--- src/rtl/core/sclp_pkg.sv ---
// Package for the serial command line parser: command codes, characters
// and the word identifiers for token matching. No dependencies.
`default_nettype none
package sclp_pkg;
    localparam logic [3:0] CMD_UNKNOWN = 4'd0;
    localparam logic [3:0] CMD_HELP    = 4'd1;
    localparam logic [3:0] CMD_STATUS  = 4'd2;
    localparam logic [3:0] CMD_BIN_ON  = 4'd3;
    localparam logic [3:0] CMD_BIN_OFF = 4'd4;
    localparam logic [3:0] CMD_MOT_POS = 4'd5;
    localparam logic [3:0] CMD_MOT_SPD = 4'd6;
    localparam logic [3:0] CMD_DIR_FWD = 4'd7;
    localparam logic [3:0] CMD_DIR_REV = 4'd8;

    localparam logic [7:0] CH_CR  = 8'h0D;
    localparam logic [7:0] CH_LF  = 8'h0A;
    localparam logic [7:0] CH_SP  = 8'h20;
    localparam logic [7:0] CH_TAB = 8'h09;
    localparam logic [7:0] CH_VT  = 8'h0B;
    localparam logic [7:0] CH_FF  = 8'h0C;
    localparam logic [7:0] CH_PLUS  = 8'h2B;
    localparam logic [7:0] CH_MINUS = 8'h2D;

    // Word identifiers for token matching.
    localparam logic [3:0] W_NONE   = 4'd0;
    localparam logic [3:0] W_HELP   = 4'd1;
    localparam logic [3:0] W_STATUS = 4'd2;
    localparam logic [3:0] W_BIN    = 4'd3;
    localparam logic [3:0] W_ON     = 4'd4;
    localparam logic [3:0] W_OFF    = 4'd5;
    localparam logic [3:0] W_MOT    = 4'd6;
    localparam logic [3:0] W_POS    = 4'd7;
    localparam logic [3:0] W_SPD    = 4'd8;
    localparam logic [3:0] W_DIR    = 4'd9;
    localparam logic [3:0] W_FWD    = 4'd10;
    localparam logic [3:0] W_REV    = 4'd11;

    localparam logic [31:0] MAG_LIMIT = 32'h8000_0000;

    function automatic logic [7:0] upcase(input logic [7:0] c);
        upcase = (c >= 8'h61 && c <= 8'h7A) ? (c - 8'd32) : c;
    endfunction

    // Character k (0..5) of word w, 0 past the end.
    function automatic logic [7:0] word_char(input logic [3:0] w, input logic [2:0] k);
        logic [47:0] s;
        s = 48'h0;
        unique case (w)
            W_HELP:   s = {"HELP", 16'h0};
            W_STATUS: s = "STATUS";
            W_BIN:    s = {"BIN", 24'h0};
            W_ON:     s = {"ON", 32'h0};
            W_OFF:    s = {"OFF", 24'h0};
            W_MOT:    s = {"MOT", 24'h0};
            W_POS:    s = {"POS", 24'h0};
            W_SPD:    s = {"SPD", 24'h0};
            W_DIR:    s = {"DIR", 24'h0};
            W_FWD:    s = {"FWD", 24'h0};
            W_REV:    s = {"REV", 24'h0};
            default:  s = 48'h0;
        endcase
        word_char = (k > 3'd5) ? 8'h0 : s[8'd47 - {k, 3'b000} -: 8];
    endfunction
endpackage
`default_nettype wire

--- src/rtl/core/sclp_scan.sv ---
// Token scanner for the serial command line parser: walks the line store one
// byte at a time, matches the first tokens to words and accumulates the number.
// Depends on sclp_pkg.
`default_nettype none
module sclp_scan #(
    parameter int LINE_BYTES = 64,
    parameter int MAX_TOKENS = 4
) (
    input  wire logic                          i_clk,
    input  wire logic                          i_rst_n,
    input  wire logic                          i_start,
    input  wire logic [$clog2(LINE_BYTES):0]   i_len,
    input  wire logic [7:0]                    i_rd_data,
    output logic      [$clog2(LINE_BYTES)-1:0] o_rd_addr,
    output logic                               o_done,
    output logic      [3:0]                    o_code,
    output logic      [31:0]                   o_value
);
    localparam int AW = $clog2(LINE_BYTES);
    localparam int TW = $clog2(MAX_TOKENS + 1);
    localparam logic [1:0] S_IDLE = 2'd0;
    localparam logic [1:0] S_READ = 2'd1;
    localparam logic [1:0] S_SCAN = 2'd2;

    // Per-token match flags: bit order follows the word ids.
    logic [1:0]    r_state, n_state;
    logic [AW:0]   r_pos, n_pos;
    logic [TW-1:0] r_ntok, n_ntok;
    logic          r_in_tok, n_in_tok;
    logic [2:0]    r_k, n_k;
    logic          r_long, n_long;
    logic [11:0]   r_cand, n_cand;
    logic [3:0]    r_w0, n_w0, r_w1, n_w1, r_w2, n_w2;
    // Number reader phase: 0 before the sign, 1 reading digits, 2 stopped.
    logic [1:0]    r_nph, n_nph;
    logic          r_neg, n_neg;
    logic [31:0]   r_mag, n_mag;
    logic          r_done;
    logic [3:0]    r_code, n_code;
    logic [31:0]   r_value, n_value;

    logic [7:0] ch, uc;
    logic       at_end, is_sep;
    logic [3:0] word_id;
    logic [35:0] mag10;

    assign ch = i_rd_data;
    assign uc = sclp_pkg::upcase(ch);
    assign o_rd_addr = r_pos[AW-1:0];
    assign mag10 = {r_mag, 3'b000} + {2'b00, r_mag, 1'b0} + {28'h0, ch - 8'h30};

    always_comb begin
        word_id = sclp_pkg::W_NONE;
        for (int w = 11; w >= 1; w--) begin
            if (r_cand[w] && !r_long && sclp_pkg::word_char(4'(w), r_k) == 8'h0)
                word_id = 4'(w);
        end
    end

    always_comb begin
        n_state = r_state; n_pos = r_pos; n_ntok = r_ntok; n_in_tok = r_in_tok;
        n_k = r_k; n_long = r_long; n_cand = r_cand;
        n_w0 = r_w0; n_w1 = r_w1; n_w2 = r_w2;
        n_nph = r_nph; n_neg = r_neg; n_mag = r_mag;
        n_code = r_code; n_value = r_value;
        at_end = (r_pos >= i_len) || (ch == 8'h0);
        is_sep = (ch == sclp_pkg::CH_SP) || (ch == sclp_pkg::CH_TAB);
        unique case (r_state)
            S_IDLE: begin
                if (i_start) begin
                    n_pos = '0; n_ntok = '0; n_in_tok = 1'b0;
                    n_w0 = sclp_pkg::W_NONE; n_w1 = sclp_pkg::W_NONE;
                    n_w2 = sclp_pkg::W_NONE;
                    n_nph = 2'd0; n_neg = 1'b0; n_mag = '0;
                    n_state = S_READ;
                end
            end
            S_READ: n_state = S_SCAN;
            S_SCAN: begin
                if (r_pos >= i_len) at_end = 1'b1;
                if (at_end || (r_in_tok && is_sep)) begin
                    if (r_in_tok) begin
                        if (r_ntok == TW'(1)) n_w0 = word_id;
                        if (r_ntok == TW'(2)) n_w1 = word_id;
                        if (r_ntok == TW'(3)) n_w2 = word_id;
                    end
                    n_in_tok = 1'b0;
                end else if (!r_in_tok && !is_sep && r_ntok < TW'(MAX_TOKENS)) begin
                    n_in_tok = 1'b1;
                    n_ntok = r_ntok + TW'(1);
                    n_k = 3'd0; n_long = 1'b0;
                    n_cand = '1;
                end
                if (!at_end && (n_in_tok && (r_in_tok || !is_sep))) begin
                    for (int w = 1; w <= 11; w++)
                        if (sclp_pkg::word_char(4'(w), n_k) != uc) n_cand[w] = 1'b0;
                    if (n_k == 3'd7) n_long = 1'b1;
                    else n_k = n_k + 3'd1;
                    // Third token feeds the number reader.
                    if (n_ntok == TW'(3)) begin
                        if (n_nph == 2'd0 && (ch == sclp_pkg::CH_VT || ch == sclp_pkg::CH_FF)) begin
                        end else if (n_nph == 2'd0 && (ch == sclp_pkg::CH_PLUS ||
                                                       ch == sclp_pkg::CH_MINUS)) begin
                            n_neg = (ch == sclp_pkg::CH_MINUS);
                            n_nph = 2'd1;
                        end else if (n_nph != 2'd2 && ch >= 8'h30 && ch <= 8'h39) begin
                            n_nph = 2'd1;
                            n_mag = (mag10 > {4'h0, sclp_pkg::MAG_LIMIT})
                                  ? sclp_pkg::MAG_LIMIT : mag10[31:0];
                        end else begin
                            n_nph = 2'd2;
                        end
                    end
                end
                if (at_end) begin
                    n_state = S_IDLE;
                    n_code = sclp_pkg::CMD_UNKNOWN;
                    n_value = '0;
                    if (n_w0 == sclp_pkg::W_HELP) n_code = sclp_pkg::CMD_HELP;
                    else if (n_w0 == sclp_pkg::W_STATUS) n_code = sclp_pkg::CMD_STATUS;
                    else if (n_w0 == sclp_pkg::W_BIN) begin
                        if (n_w1 == sclp_pkg::W_ON) n_code = sclp_pkg::CMD_BIN_ON;
                        else if (n_w1 == sclp_pkg::W_OFF) n_code = sclp_pkg::CMD_BIN_OFF;
                    end else if (n_w0 == sclp_pkg::W_MOT && n_ntok >= TW'(3)) begin
                        if (n_w1 == sclp_pkg::W_POS || n_w1 == sclp_pkg::W_SPD) begin
                            n_code = (n_w1 == sclp_pkg::W_POS) ? sclp_pkg::CMD_MOT_POS
                                                               : sclp_pkg::CMD_MOT_SPD;
                            if (n_neg) n_value = 32'h0 - n_mag;
                            else n_value = (n_mag == sclp_pkg::MAG_LIMIT) ? 32'h7FFF_FFFF
                                                                          : n_mag;
                        end else if (n_w1 == sclp_pkg::W_DIR) begin
                            if (n_w2 == sclp_pkg::W_FWD) n_code = sclp_pkg::CMD_DIR_FWD;
                            else if (n_w2 == sclp_pkg::W_REV) n_code = sclp_pkg::CMD_DIR_REV;
                        end
                    end
                end else begin
                    n_pos = r_pos + (AW+1)'(1);
                    n_state = S_READ;
                end
            end
            default: n_state = S_IDLE;
        endcase
    end

    always_ff @(posedge i_clk) begin
        if (!i_rst_n) begin
            r_state <= S_IDLE;
            r_done  <= 1'b0;
        end else begin
            r_state <= n_state;
            r_done  <= (r_state == S_SCAN) && (n_state == S_IDLE);
        end
        r_pos <= n_pos; r_ntok <= n_ntok; r_in_tok <= n_in_tok; r_k <= n_k;
        r_long <= n_long; r_cand <= n_cand; r_w0 <= n_w0; r_w1 <= n_w1; r_w2 <= n_w2;
        r_nph <= n_nph; r_neg <= n_neg; r_mag <= n_mag;
        r_code <= n_code; r_value <= n_value;
    end

    assign o_done  = r_done;
    assign o_code  = r_code;
    assign o_value = r_value;
endmodule
`default_nettype wire

--- src/rtl/core/serial_command_line_parser.sv ---
// Serial command line parser: one byte a transaction; a newline parses the line.
// Plain bytes and carriage returns are accepted without holding the input off
// unless a result waits under a stall. A newline holds the input off while the
// scanner walks the line up to its length or its first zero byte, reading the
// line store one byte at a time (registered read). While the result waits under
// a stall, input is held off. Synchronous active-low reset clears length and control.
`default_nettype none
module serial_command_line_parser #(
    parameter int LINE_BYTES = 64,
    parameter int MAX_TOKENS = 4
) (
    input  wire logic        i_clk,
    input  wire logic        i_rst_n,
    input  wire logic        i_valid,
    output logic             o_stall,
    input  wire logic [7:0]  i_rx_byte,
    output logic             o_valid,
    input  wire logic        i_stall,
    output logic      [3:0]  o_command_code,
    output logic      [31:0] o_command_value
);
    localparam int AW = $clog2(LINE_BYTES);

    logic [7:0]  r_mem [LINE_BYTES];
    logic [7:0]  r_rd_data;
    logic [AW:0] r_len;
    logic        r_busy, r_out_valid;
    logic [3:0]  r_code;
    logic [31:0] r_value;
    logic        accept, start, done;
    logic [AW-1:0] rd_addr;
    logic [3:0]  s_code;
    logic [31:0] s_value;

    assign o_stall = r_busy || (r_out_valid && i_stall);
    assign accept  = i_valid && !o_stall;
    assign start   = accept && (i_rx_byte == sclp_pkg::CH_LF);

    always_ff @(posedge i_clk) begin
        if (accept && i_rx_byte != sclp_pkg::CH_LF && i_rx_byte != sclp_pkg::CH_CR
            && r_len < (AW+1)'(LINE_BYTES - 1))
            r_mem[r_len[AW-1:0]] <= i_rx_byte;
        r_rd_data <= r_mem[rd_addr];
    end

    always_ff @(posedge i_clk) begin
        if (!i_rst_n) begin
            r_len <= '0;
            r_busy <= 1'b0;
            r_out_valid <= 1'b0;
        end else begin
            if (start) r_busy <= 1'b1;
            else if (done) r_busy <= 1'b0;
            if (done) r_out_valid <= 1'b1;
            else if (!i_stall) r_out_valid <= 1'b0;
            if (done) r_len <= '0;
            else if (accept && i_rx_byte != sclp_pkg::CH_LF && i_rx_byte != sclp_pkg::CH_CR
                     && r_len < (AW+1)'(LINE_BYTES - 1))
                r_len <= r_len + (AW+1)'(1);
        end
        if (done) begin
            r_code <= s_code;
            r_value <= s_value;
        end
    end

    sclp_scan #(.LINE_BYTES(LINE_BYTES), .MAX_TOKENS(MAX_TOKENS)) u_scan (
        .i_clk, .i_rst_n, .i_start(start), .i_len(r_len), .i_rd_data(r_rd_data),
        .o_rd_addr(rd_addr), .o_done(done), .o_code(s_code), .o_value(s_value)
    );

    assign o_valid = r_out_valid;
    assign o_command_code = r_code;
    assign o_command_value = r_value;
endmodule
`default_nettype wire
--- config.mk ---
export PLATFORM = sky130hd
export DESIGN_NAME = serial_command_line_parser
export DESIGN_NICKNAME = d
export VERILOG_FILES = /design/src/rtl/core/sclp_pkg.sv /design/src/rtl/core/sclp_scan.sv /design/src/rtl/core/serial_command_line_parser.sv
export SDC_FILE = /design/constraint.sdc
export NUM_CORES = 1
export LEC_CHECK = 0
export BUFFER_PORTS_ARGS = -buffer_cell sky130_fd_sc_hd__buf_2
export CAP_MARGIN = 25
export CORE_MARGIN = 3
export CORE_UTILIZATION = 30
export DETAILED_ROUTE_END_ITERATION = 8
export PLACE_DENSITY = 0.42
export SLEW_MARGIN = 0
export SYNTH_ARGS = -nofsm -noshare
export SYNTH_HDL_FRONTEND = slang
export SYNTH_SLANG_ARGS = --single-unit
--- constraint.sdc ---
create_clock -name i_clk -period 11.15 [get_ports i_clk]
set_input_delay 1.115 -clock i_clk [delete_from_list [all_inputs] [get_ports i_clk]]
set_output_delay 1.115 -clock i_clk [all_outputs]
set_load 0.01 [all_outputs]
==> impl_metrics.env, run 1 <==
export IMPL_outcome="completed"
export IMPL_drive_gt1_share_pct=17.68
export IMPL_wl_met1_microns=39460
export IMPL_cts_root_buffer="clkbuf_16"
export IMPL_setup_viol=0
export IMPL_grt_max_degree=133
export IMPL_reg2reg_from="r_rd_data[4]"
export IMPL_drv_slew=0
export IMPL_required_ns=11.62
export IMPL_holdPathStages=0
export IMPL_slew_headroom_pct=31.23
export IMPL_clkLatencyLatePin_ns=0.64
export IMPL_routed_wl_microns=87090
export IMPL_die_h_microns=331.5
export IMPL_synth_compound_area_share_pct=7.651
export IMPL_cellPowerDensity_nw_per_um2=148.8
export IMPL_power_leakage_nw=11.57
export IMPL_wire_per_inst_microns=24.01
export IMPL_fin_tns_setup_ns=0
export IMPL_yosys_area_share_simple_pct=8.718
export IMPL_die_x_microns=331.5
export IMPL_min_period_ns=6.935
export IMPL_synthTopCellsByArea="edfxtp_1 (62%), mux4_2 (12%), ha_1 (3.3%), nor2_1 (2.6%), a21oi_1 (1.4%)"
export IMPL_io_pins=50
export IMPL_p_sw_mw=1.155
export IMPL_clock_path_buffers=3
export IMPL_whs_ns=0.4164
export IMPL_drcViolationCount=0
export IMPL_fin_crit_sh_pct=62.20
export IMPL_hpwl_microns=56790
export IMPL_detail_route_antenna_nets=0
export IMPL_cts_buffers=77
export IMPL_via_count=18784
export IMPL_syn_inst=2117
export IMPL_globalplace_congestion=0.8505
export IMPL_synth_top_area_cell="edfxtp_1"
export IMPL_synth_common_cells="edfxtp_1 (657), nor2_1 (221), mux4_2 (168)"
export IMPL_met3RoutedLength_microns=3855
export IMPL_syn_cell_area_sq_um=31780
export IMPL_rsz0062_at_grt="false"
export IMPL_p_comb_share_pct=2.4
export IMPL_end_kind="flop"
export IMPL_synth_fa_ha_area_share_pct=3.725
export IMPL_crit_fanout=11
export IMPL_arrival_ns=7.41
export IMPL_worst_slew_pin_slew_ns=1.028
export IMPL_worst_r2r_endpoint="u_scan.o_value[30]"
export IMPL_ys_types=92
export IMPL_p_seq_share_pct=52.2
export IMPL_cts_resized=0
export IMPL_grt_use_total_pct=15.67
export IMPL_netSwitchingFraction_pct=21.50
export IMPL_hold_path_class="flop to flop"
export IMPL_yosys_cell_count_top_type="edfxtp_1"
export IMPL_synthXorXnorAreaFrac_pct=2.067
export IMPL_start_util_pct=30.44
export IMPL_port_buffers=49
export IMPL_yosys_warnings=0
export IMPL_ir_drop_mv=0.1106
export IMPL_synth_mux_area_share_pct=12.46
export IMPL_h_tree_depth=3
export IMPL_hold_viol=0
export IMPL_gr_total_overflow=0
export IMPL_startpoint_type="flop"
export IMPL_async_flop_share_pct=0
export IMPL_power_frac_clock_pct=45.4
export IMPL_wl_met2_microns=41950
export IMPL_yosys_most_used_dff="edfxtp_1"
export IMPL_maxCapViolCount=0
export IMPL_top_layer_used="met4"
export IMPL_skew_ns=0.01462
export IMPL_fillers=10028
export IMPL_grt_pass1_wl_microns=130100
export IMPL_grt_pass1_vias=18978
export IMPL_post_route_util_pct=34.58
export IMPL_synth_top_cell_area_share_pct=62.09
export IMPL_synthToLayoutAreaGrowth_pct=13.58
export IMPL_antenna_found_initial=1
export IMPL_dp_cells=3484
export IMPL_synth_top_family_by_area="multiplexers"
export IMPL_nets=2287
export IMPL_whs_endpoint="o_command_value[27]"
export IMPL_cts_sinks=677
export IMPL_synth_edf_count=657
export IMPL_ys_seq_area_share_pct=63.35
export IMPL_max_freq_ghz=0.1442
export IMPL_hold_start="u_scan.o_value[27]"
export IMPL_via_per_inst=5.179
export IMPL_synth_seq_cells=677
export IMPL_reg2reg_depth=21
export IMPL_crit_type="flop to flop"
export IMPL_drt_iter0_drc=1563
export IMPL_internal_power_mw=4.216
export IMPL_worst_r2r_setup_slack_ns=4.21
export IMPL_hold_buffers=0
export IMPL_die_area_sq_um=109900
export IMPL_cts_tree="yes"
export IMPL_row_count=118
export IMPL_core_sq_um=104400
export IMPL_clk_pin_slew_ns=0.06
export IMPL_drt_pass1_iter_count=5
export IMPL_cts_setup_buffers=0
export IMPL_stdcell_count=3627
export IMPL_avgSynthCellArea_sq_um=15.01
[layer usage]
layer  track usage [%]  vias up
met2             25.73      480
met5                 0        -
met3             2.300      121
met4             3.804        0
met1             21.90     9656
li1                  -     8527
[state kept, by name, indices dropped and copies added, names as in the netlist, 7 cells and up]
name	count
u_scan.r_mag	32
r_len	7
u_scan.r_cand	11
o_command_value	32
u_scan.r_pos	7
r_mem	512
r_rd_data	8
u_scan.o_value	32
[power by group through the flow]
| stage | registers, mW | clock network, mW | logic, mW |
|---|---|---|---|
| floorplan | 2.85 | 0 | 0.0655 |
| global placement | 2.86 | 0 | 0.127 |
| detailed placement | 2.86 | 0 | 0.130 |
| CTS | 2.80 | 2.52 | 0.130 |
| global route | 2.80 | 2.62 | 0.140 |
| finish | 2.80 | 2.44 | 0.127 |
[worst max-delay path: stages (launching register included)]
cell and delay, ns:
dfxtp_1 0.65, inv_1 0.27, ha_1 0.36, inv_1 0.06, fa_1 0.52, inv_1 0.04
ha_1 0.34, nand3_1 0.12, a21oi_1 0.43, o211ai_1 0.30, a211oi_1 0.50, o21ai_0 0.14
a211oi_1 0.49, or4b_1 0.51, o31ai_4 0.14, a22oi_1 0.28, ha_1 0.36, o21a_1 0.21
o211ai_1 0.16, or4_4 0.47, a31o_1 0.23, a211oi_1 0.19
[layout by cell type (no fill, tap or decap), drive strengths merged, types with 11 or more instances in the layout]
master,netlist,routed
edfxtp,657,657
nor2,221,221
mux4,168,168
nand2,116,116
clkbuf,70,98
a21oi,94,94
ha,85,85
buf,32,82
inv,57,58
o21ai,56,56
nor3,44,44
xnor2,43,43
nand3,42,42
a211oi,35,35
clkinv,0,35
xor2,32,32
and2,29,29
or3,23,23
nor4,20,20
a22oi,20,20
dfxtp,20,20
a21o,17,17
nand4,16,16
a31oi,15,15
mux2i,12,12
a221oi,12,12
nand2b,11,11
or4,11,11
[per-stage QoR]
step | area, sq um | total power, mW | worst slack (ns)
2_1_floorplan | 31800 | 2.915 | 4.769
3_3_place_gp | 33650 | 2.983 | 4.302
3_5_place_dp | 33660 | 2.986 | 4.216
4_1_cts | 36080 | 5.454 | 4.194
5_1_grt | 36090 | 5.566 | 3.753
6_report | 36090 | 5.371 | 4.215
[worst max-delay path by stage]
| stage | slack (ns) | endpoint | cells past startpoint | from |
|---|---|---|---|---|
| floorplan | 4.77 | u_scan.o_value[10] | 25 | r_rd_data[4] |
| global placement | 4.30 | u_scan.o_value[16] | 21 | r_rd_data[4] |
| detailed placement | 4.22 | u_scan.o_value[16] | 21 | r_rd_data[4] |
| CTS | 4.19 | u_scan.o_value[16] | 21 | r_rd_data[4] |
| global route | 3.75 | u_scan.o_value[30] | 21 | r_rd_data[4] |
| finish | 4.21 | u_scan.o_value[30] | 21 | r_rd_data[4] |
[final cells by class]
| class | count | area (sq um) | area share, % |
|---|---|---|---|
| Sequential cell | 677 | 20130 | 55.77 |
| Multi-Input combinational cell | 1288 | 11070 | 30.68 |
| Clock buffer | 97 | 2023 | 5.605 |
| Tap cell | 1380 | 1727 | 4.784 |
| Timing Repair Buffer | 83 | 533.0 | 1.477 |
| Clock inverter | 44 | 391.6 | 1.085 |
| Inverter | 57 | 214.0 | 0.5928 |
| Antenna cell | 1 | 2.502 | 0.006933 |
[logic make-up after synthesis]
group,after synthesis
flops,677
simple gates,581
compound gates,348
mux,185
buf+inv,159
fa+ha+maj,91
xor+xnor,75
other cells,1
(Power assumes the default switching activity.)
==> inputs of run 2 (changes only) <==
--- a/config.mk
+++ b/config.mk
@@ -10,7 +10,7 @@
 export CORE_MARGIN = 3
 export CORE_UTILIZATION = 30
 export DETAILED_ROUTE_END_ITERATION = 8
-export PLACE_DENSITY = 0.42
+export PLACE_DENSITY = 0.44
 export SLEW_MARGIN = 0
 export SYNTH_ARGS = -nofsm -noshare
 export SYNTH_HDL_FRONTEND = slang
==> constraint.sdc (replaced) <==
create_clock -name i_clk -period 6.1 [get_ports i_clk]
set_input_delay 0.61 -clock i_clk [delete_from_list [all_inputs] [get_ports i_clk]]
set_output_delay 0.61 -clock i_clk [all_outputs]
set_load 0.01 [all_outputs]
==> run 2 against run 1 <==
Final cell count grew 0.85%. Critical path depth grew 2. Flip-flop and latch count is the same. Sequential power grew 83%. Die area is the same. Non-clock buffer count grew 37. Cell area grew 1.1%. Clock skew grew 0.014 ns. Wire length shrank 3.0%. Power grew 84%. Critical endpoint is now u_scan.o_value[24].
==> impl_metrics.env, run 2 (same netlist as run 1, synthesis figures left out) <==
export IMPL_outcome="completed"
export IMPL_grt_pass1_wl_microns=125600
export IMPL_via_count=18932
export IMPL_grt_pass1_vias=18876
export IMPL_cp_num_buf_inv=5
export IMPL_die_area_sq_um=109900
export IMPL_routed_wl_microns=84500
export IMPL_slew_headroom_pct=34.15
export IMPL_clk_pin_slew_ns=0.07
export IMPL_crit_fanout=17
export IMPL_arrival_ns=6.23
export IMPL_whs_ns=0.2704
export IMPL_p_sw_mw=2.096
export IMPL_power_frac_clock_pct=45.9
export IMPL_grt_max_degree=97
export IMPL_hold_viol=0
export IMPL_cts_buffers=75
export IMPL_antenna_found_initial=2
export IMPL_port_buffers=49
export IMPL_drcViolationCount=0
export IMPL_critPathLaunch="r_rd_data[5]"
export IMPL_row_count=118
export IMPL_die_x_microns=331.5
export IMPL_nets=2322
export IMPL_cts_tree="yes"
export IMPL_drt_iter0_drc=1599
export IMPL_min_period_ns=5.845
export IMPL_worst_r2r_setup_slack_ns=0.26
export IMPL_grt_use_total_pct=15.07
export IMPL_fin_tns_setup_ns=0
export IMPL_h_tree_depth=3
export IMPL_wire_per_inst_microns=23.10
export IMPL_netSwitchingFraction_pct=21.16
export IMPL_synthToLayoutAreaGrowth_pct=14.84
export IMPL_drive_gt1_share_pct=19.53
export IMPL_max_freq_ghz=0.1711
export IMPL_worst_r2r_endpoint="u_scan.o_value[24]"
export IMPL_maxCapViolCount=0
export IMPL_final_cell_mix="edfxtp_1 (657), nor2_1 (220), mux4_2 (168)"
export IMPL_hold_path_class="input port to flop"
export IMPL_start_util_pct=30.44
export IMPL_dp_cells=3520
export IMPL_globalplace_congestion=0.8361
export IMPL_crit_type="flop to flop"
export IMPL_worst_slew_pin_slew_ns=0.9841
export IMPL_layout_commonest_cell="edfxtp_1"
export IMPL_crit_cells=23
export IMPL_drt_pass1_iter_count=5
export IMPL_cts_setup_buffers=0
export IMPL_crit_slowest_cell="or4_4"
export IMPL_detail_route_antenna_nets=0
export IMPL_holdPathStages=3
export IMPL_reg2reg_from="r_rd_data[5]"
export IMPL_post_route_util_pct=34.96
export IMPL_p_seq_share_pct=51.6
export IMPL_clock_path_buffers=3
export IMPL_via_per_inst=5.176
export IMPL_crit_chain="inv_1 -> ha_1 -> inv_1 -> fa_1 -> inv_1 -> ha_1 -> o211ai_1 -> o21ai_2 -> a31oi_1 -> buf_4 -> a211oi_2 -> a211oi_1 -> or4_1 -> or4_4 -> o31ai_4 -> a22oi_2 -> ha_2 -> o21a_1 -> nand4_1 -> and2_1 -> buf_4 -> o21ai_0 -> o311a_1"
export IMPL_core_sq_um=104400
export IMPL_stdcell_count=3658
export IMPL_num_antenna_cells=0
export IMPL_ir_drop_mv=0.2121
export IMPL_power_leakage_nw=11.80
export IMPL_io_pins=50
export IMPL_path_delay_family="compound AO/OA/AOI/OAI gates"
export IMPL_die_h_microns=331.5
export IMPL_cts_root_buffer="clkbuf_16"
export IMPL_hold_buffers=0
export IMPL_skew_ns=0.02857
export IMPL_end_kind="flop"
export IMPL_setup_viol=0
export IMPL_internal_power_mw=7.811
export IMPL_fillers=9951
export IMPL_endpoint="u_scan.o_value[24]"
export IMPL_required_ns=6.48
export IMPL_fin_crit_sh_pct=95.81
export IMPL_p_comb_share_pct=2.5
export IMPL_slowest_delay_ns=0.60
export IMPL_largest_reg_flops=512
export IMPL_drv_slew=0
export IMPL_cellPowerDensity_nw_per_um2=271.5
export IMPL_reg2reg_depth=23
export IMPL_startpoint_type="flop"
export IMPL_path_common_cell="inv_1"
export IMPL_hpwl_microns=56810
export IMPL_cts_sinks=677
export IMPL_gr_total_overflow=0
export IMPL_clkLatencyLatePin_ns=0.64
## run 2: area by class of cell
type                    count  area, sq um  area share, %
well taps                1380         1727          4.732
clock inverters            43        474.2          1.300
inverters                  57        214.0         0.5863
repair buffers            120        858.3          2.352
multi-input cells        1288        11100          30.42
flip-flops and latches    677        20130          55.17
clock buffers              93         1987          5.445
## run 2: routing by layer
metal  share of wire (%)  global-route usage, %
met1                  45                  20.95
met3                 4.5                  2.417
met4                 1.9                  3.247
met2                  48                  24.93
met5                   0                      0
## run 2: worst reg2reg max path, cell delays in order, from the launching register on
cell	delay, ns
dfxtp_1	0.38
inv_1	0.11
ha_1	0.28
inv_1	0.05
fa_1	0.52
inv_1	0.04
ha_1	0.36
o211ai_1	0.14
o21ai_2	0.25
a31oi_1	0.18
buf_4	0.19
a211oi_2	0.20
a211oi_1	0.10
or4_1	0.53
or4_4	0.60
o31ai_4	0.28
a22oi_2	0.14
ha_2	0.28
o21a_1	0.17
nand4_1	0.14
and2_1	0.14
buf_4	0.23
o21ai_0	0.13
o311a_1	0.17
## run 2: timing repair
action / 4_1_cts / 5_1_grt
pin swaps: 0 / 1
setup endpoints to repair: 1 / 32
resized for setup: 1 / 8
## run 2: through the flow
stage	setup WS, ns	cell area (sq um)	total power [mW]
floorplan	0.006801	31810	5.329
global placement	0.1603	33870	5.453
detailed placement	0.07768	33990	5.458
CTS	0.05623	36450	10.04
global route	-0.01599	36490	10.25
finish	0.2553	36490	9.907
## run 2: power groups by stage
stage	combinational [mW]	sequential, mW	clock [mW]
after floorplan	0.120	5.21	0
after global placement	0.242	5.21	0
after detailed placement	0.245	5.21	0
after CTS	0.247	5.11	4.68
after global routing	0.268	5.11	4.87
final	0.243	5.11	4.55
## run 2: worst min path at each step
stage | end | startpoint | slack [ns]
after floorplan | o_command_code[0] | u_scan.o_code[0] | 0.40
after global placement | o_command_value[17] | u_scan.o_value[17] | 0.41
after detailed placement | o_command_value[4] | u_scan.o_value[4] | 0.41
after CTS | o_valid | i_stall | 0.23
after global routing | r_busy | i_rst_n | 0.27
final | o_valid | i_stall | 0.27
